`config.mk`:
```
export PLATFORM = sky130hd
export DESIGN_NAME = mtfr_cell
export DESIGN_NICKNAME = d
export VERILOG_FILES = /design/src/hdl/mtfr_pkg.sv /design/src/hdl/mtfr_cell.sv
export SDC_FILE = /design/constraint.sdc
export NUM_CORES = 1
export LEC_CHECK = 0
export BUFFER_PORTS_ARGS = -buffer_cell sky130_fd_sc_hd__clkbuf_2
export CAP_MARGIN = 30
export CORE_MARGIN = 2
export CORE_UTILIZATION = 48
export CTS_BUF_LIST = sky130_fd_sc_hd__clkbuf_4 sky130_fd_sc_hd__clkbuf_8 sky130_fd_sc_hd__clkbuf_16
export CTS_CLUSTER_DIAMETER = 30
export DETAILED_ROUTE_END_ITERATION = 16
export MAX_ROUTING_LAYER = met4
export PLACE_DENSITY = 0.84
export SYNTH_ARGS = -nofsm -noshare
export SYNTH_HDL_FRONTEND = slang
export SYNTH_SLANG_ARGS = --single-unit
```
`constraint.sdc`:
```
create_clock -name aclk -period 2.2 [get_ports aclk]
set_input_delay 0.44 -clock aclk [delete_from_list [all_inputs] [get_ports aclk]]
set_output_delay 0.44 -clock aclk [all_outputs]
set_load 0.01 [all_outputs]
```
`src/hdl/mtfr_pkg.sv`:
```
// Package for the move-to-front rank encoder.
// Holds field widths, limits and the request token that travels down the cell row.
// No dependencies.
package mtfr_pkg;

    localparam int ID_W      = 11;             // item identifier and count width
    localparam int OUT_RANK_W = 10;            // width of items_above
    localparam logic [OUT_RANK_W-1:0] RANK_MAX = 10'd1023;
    localparam logic [ID_W-1:0] COUNT_RESET = 11'd1024;
    localparam int S_TDATA_W = 16;
    localparam int M_TDATA_W = 16;

    // Request travelling from cell to cell; the rank travels beside it
    typedef struct packed {
        logic            valid;   // a request occupies this slot
        logic            bad;     // identifier out of range: pass untouched
        logic            found;   // identifier already met above this cell
        logic            last;    // restore the initial order behind this request
        logic [ID_W-1:0] id;      // requested identifier
        logic [ID_W-1:0] carry;   // entry displaced from the cell above
    } mtfr_token_t;

endpackage

```
`src/hdl/mtfr_cell.sv`:
```
// One stack entry of the move-to-front rank encoder and its token slot.
// Depends on mtfr_pkg.
module mtfr_cell #(
    parameter int K      = 0,
    parameter int RANK_W = 10
) (
    input  logic                 aclk,
    input  logic                 aresetn,
    input  logic                 en,
    input  logic                 restore,
    input  mtfr_pkg::mtfr_token_t tok_i,
    input  logic [RANK_W-1:0]    rank_i,
    output mtfr_pkg::mtfr_token_t tok_o,
    output logic [RANK_W-1:0]    rank_o
);

    localparam logic [mtfr_pkg::ID_W-1:0] INIT = mtfr_pkg::ID_W'(K + 1);
    localparam logic [RANK_W-1:0]         POS  = RANK_W'(K);

    logic [mtfr_pkg::ID_W-1:0] val_reg, val_next;
    mtfr_pkg::mtfr_token_t     tok_reg, tok_next;
    logic [RANK_W-1:0]         rank_reg, rank_next;
    logic                      active;
    logic                      hit;

    assign active = tok_i.valid && !tok_i.bad && !tok_i.found;
    assign hit    = active && (val_reg == tok_i.id);

    always_comb begin
        tok_next  = tok_i;
        rank_next = rank_i;
        val_next  = val_reg;
        if (active) begin
            // swap: take the carried entry, hand the held one on
            val_next       = tok_i.carry;
            tok_next.carry = val_reg;
            if (hit) begin
                tok_next.found = 1'b1;
                rank_next      = POS;
            end
        end
        if (tok_i.valid && tok_i.last) begin
            val_next = INIT;
        end
    end

    always_ff @(posedge aclk) begin
        if (!aresetn) begin
            val_reg       <= INIT;
            tok_reg.valid <= 1'b0;
        end else begin
            if (restore) begin
                val_reg <= INIT;
            end else if (en) begin
                val_reg <= val_next;
            end
            if (en) begin
                tok_reg.valid <= tok_next.valid;
            end
        end
        if (en) begin
            tok_reg.bad   <= tok_next.bad;
            tok_reg.found <= tok_next.found;
            tok_reg.last  <= tok_next.last;
            tok_reg.id    <= tok_next.id;
            tok_reg.carry <= tok_next.carry;
            rank_reg      <= rank_next;
        end
    end

    assign tok_o  = tok_reg;
    assign rank_o = rank_reg;

endmodule

```
Word-level counts from Yosys, hierarchy flattened
Index checks and enable logic that the tools add are counted.

word-level totals
  output and inout port bits = 36
  logic and storage cells = 26
  register bits after elaboration = 47
  bits of input ports = 40

cells by class
  multiplexer cells = 7
  reduce and logical (&&, ||, !) cells = 9
  equal/unequal tests = 1
  bitwise operators = 1

operators with widths
  kind                 number
  $mux W11             3
  $mux W10             2
  $eq A11 B11 Y1       1
  $logic_and A1 B1 Y1  4
  $logic_not A1 Y1     2
  $mux W1              2
  $reduce_and A2 Y1    1
  $reduce_bool A2 Y1   1
  $reduce_or A2 Y1     1
  $not A1 Y1           1

Logic depth before layout (Yosys ltp)
  depth after elaboration = 6
  gate-level depth with buffers = 5

Worst setup path after synthesis
OpenSTA, ideal clock, no wires.

  kind = input-to-reg
  start point = in tok_i[24] (netlist bit)
  end point = reg rank_reg[0], in the netlist rank_o[0] (data pin)
  stages on the path = 5
  data arrival time = 1452 ps
  path slack = 477 ps
  buffers on the path = 2
  required time = 1928 ps
  cells stage by stage = or3b_1 -> buf_2 -> nor4_4 -> buf_6 -> a31oi_1

on the way
  word-level cells in the longest chain between the ends = 6

ends and longest elaborated chain
  element                              line             source
  start, declared                      mtfr_cell.sv:11  input mtfr_pkg::mtfr_token_t tok_i,
  $logic_not A1 Y1 *                   mtfr_cell.sv:26  assign active = tok_i.valid && !tok_i.bad && !tok_i.found;
  $logic_and A1 B1 Y1 * (2 in series)  mtfr_cell.sv:26
  $logic_and A1 B1 Y1                  mtfr_cell.sv:27  assign hit = active && (val_reg == tok_i.id);
  $mux W10                             mtfr_cell.sv:37  if (hit) begin
  $mux W10 *                           mtfr_cell.sv:33  if (active) begin
  net rank_next[0]                     mtfr_cell.sv:22  logic [RANK_W-1:0] rank_reg, rank_next;
  end signal, assigned                 mtfr_cell.sv:67  rank_reg <= rank_next;
  end, declared                        mtfr_cell.sv:22

Mark *: on every way through the listed nets, which the timed path passes. The rest lies on a longest branch.
A chain may end at the register's enable or synchronous reset.

Worst setup path after layout
  start point = in tok_i[24] (netlist bit)
  end point = reg rank_reg[6], in the netlist rank_o[6] (data pin)

Same word-level chain as after synthesis.

==> summary.md <==
| Metric | Value |
|---|---|
| Cells after synthesis | `178` |
| Vias per cell | `5.13` |
| Max incr delay on CP | `0.58 ns` |
| Total grt overflow | `0` |
| Routability cong. | `0.760` |
| CTS buffer count | `5` |
| Synth Area in XOR/XNOR | `approximately 4.8%` |
| Clk buf depth | `2` |
| Core footprint | `4030 µm²` |
| Final period utilization | `between 70 and 80%` |
| Min cycle time layout | `about 1.7 ns` |
| Routed len/inst | `between 10 and 15 µm` |
| # hold bufs at CTS | `0` |
| Count of state elements after synthesis | `47` |
| Routed WL | `4530 µm` |
| Critical path cell sequence | `clkbuf_2, or3b_1, nor4_4, a31oi_1` |
| First-pass GRT wire length | `about 6700 µm` |
| Nets | `296` |
| Initial DRT Pass Iterations | `4` |
| Worst-path clk slew | `0.08 ns` |
| Seq/Total Area, Yosys | `64.1%` |
| Synthesis Warnings | `0` |
| Setup_tns | `0 ns` |
| PortBufs | `between 70 and 80` |
| Family with the most delay on the worst path | `simple AND/OR/NAND/NOR gates` |
| I/O pin cnt | `76` |
| Syn_area_per_cell | `around 11 µm²` |
| Worst-path fanout max | `11` |
| Vias in the first global route | `1498` |
| Syn-to-layout area delta | `26.8%` |
| Post-CTS Resized | `0` |
| Synth Flop Type | `edfxtp_1` |
| GRT Resource Usage Total | `20.3%` |
| Slew HR | `62.2%` |
| Status | `completed` |
| Final setup fails | `0` |
| Share of cells above drive strength 1 | `37.4%` |
| Leak pwr | `0.00112 µW` |
| Crit start category | `input pin` |
| WP data arrival | `1.76 ns` |
| Fin Clk Skew | `between 0.003 and 0.004 ns` |
| Final Hold Vio Count | `0` |
| Min-delay worst type | `input pin to flop` |
| Count leader, synth | `edfxtp_1` |
| Post-synth cell types | `22` |
| Die H | `68.8 µm` |
| Slowest stage cell, crit path | `nor4_4` |
| Die area | `4730 µm²` |
| Sink Count | `47` |
| Setup Crit Path Kind | `input pin to flop` |
| Worst skew pair latency | `0.30 ns` |
| Total power | `around 1800 µW` |
| Post-synthesis mux area share | `0.497%` |
| Top cell type's share of synthesized area | `a little over half` |
| Post-synthesis async set-or-reset flop share | `0%` |
| Worst vdd ir | `between 0.0002 and 0.0003 V` |
| RSZ-0062 raised after global routing | `no` |
| Most frequent cells after synthesis | `edfxtp_1, nand2_1, a31oi_1, nand3_1, dfxtp_1` |
| Max Fclk | `574 MHz` |
| Place WS | `0.195 ns` |
| Initial antenna violation count | `0` |
| Synth Area in Adders | `0%` |
| Simple logic cell fraction of the synthesized area | `18.6%` |
| Via count | `1576` |
| CTS tree | `done` |
| Bufs and invs on worst path | `1` |
| Worst EP required | `2.21 ns` |
| Crit. End Element | `flop` |
| DP HPWL | `approximately 3200 µm` |
| Synth top area cells | `edfxtp_1, dfxtp_1, nand2_1, a31oi_1, nand3_1` |
| Postcts setup bufs | `0` |
| Final ANT Viol Nets | `0` |
| Post-synthesis compound-gate area fraction | `7.45%` |
| Largest family of logic cells by synthesized area | `simple AND/OR/NAND/NOR gates` |
| Post-synthesis cell area | `2010 µm²` |
| Largest register FFs | `26` |
| Post-synth EDFFs | `35` |
| Row count | `23` |
| DRC | `0` |
| 1st-iter DRT viols | `roughly 140` |
| Clock root buffer | `clkbuf_8` |
| Post-synth top area cell | `edfxtp_1` |
| Slew Viols, Final | `0` |
| PwrDens | `approximately 690 nW/µm²` |
| Die Width | `68.8 µm` |
| H-tree depth | `2` |
| Syn Nets | `218` |
| Initial Utilization | `~50%` |
| # diodes | `0` |
| Largest net degree at the start of global routing | `23` |
| Max Cap Viol | `0` |
| Final worst slack | `0.457 ns` |
| Slew @ Worst Pin | `around 0.56 ns` |
## worst paths after layout
| check | endpoint | cells after the start | from | slack [ns] |
|---|---|---|---|---|
| max | rank_o[6] | 4 | tok_i[24] | 0.46 |
| min | tok_o[22] | 1 | tok_i[22] | 0.34 |
| max reg2reg | rank_o[6] | 3 | val_reg[5] | 0.59 |
| min reg2reg | tok_o[25] | 2 | tok_o[25] | 0.53 |
## metrics by stage
step / hold WS [ns] / cell area (µm²) / cells / utilization, %
global route: 0.335 / 2550 / 307 / 63.4
global placement: 0.506 / 2470 / 299 / 61.3
detailed placement: 0.508 / 2470 / 299 / 61.3
CTS: 0.334 / 2550 / 307 / 63.4
finish: 0.341 / 2550 / 307 / 63.4
floorplan: 0.497 / 2010 / 178 / -
## routing by layer
metal | share of wire, % | routed length, µm | vias to the layer above | track usage, %
li1 | - | - | 780 | -
met1 | 41 | 1840 | 725 | 22.7
met2 | 51 | 2320 | 62 | 34.1
met3 | 5.5 | 250 | 9 | 4.71
met4 | 2.5 | 112 | 0 | 9.80
met5 | 0 | 0 | - | -
## cell families after synthesis
kind of cell / Yosys count
AOI/OAI and AO/OA: 23
xor gates and xnor gates: 11
buffers and inverters: 22
DFF: 47
muxes: 1
and+or+nand+nor: 74
## placed cells by master (no fill, tap or decap)
master,instances
nor4_1,1
inv_1,10
xor2_1,11
or3b_1,1
clkinv_2,1
mux2i_1,1
buf_4,8
clkinv_1,1
nor4_4,1
clkbuf_8,5
nor4_2,1
nor2b_1,1
nor3b_2,1
a31oi_1,20
or2_2,1
nand3b_1,2
nand2b_1,11
clkbuf_4,1
clkbuf_2,75
a31o_2,2
edfxtp_1,35
nand2_1,34
a21boi_0,1
dfxtp_1,12
nand3_1,20
## power breakdown
part,internal [µW],switching [µW]
Clock,231,275
Sequential,1010,16.2
Combinational,91.3,128
## final cells by class
cell class | count | area [µm²]
Fill cell | 325 | 1480
Sequential cell | 47 | 1290
Multi-Input combinational cell | 109 | 642
Timing Repair Buffer | 83 | 435
Clock buffer | 6 | 76.3
Tap cell | 50 | 62.6
Inverter | 10 | 37.5
Clock inverter | 2 | 8.76
No activity file was read; power rests on OpenSTA's default activity.
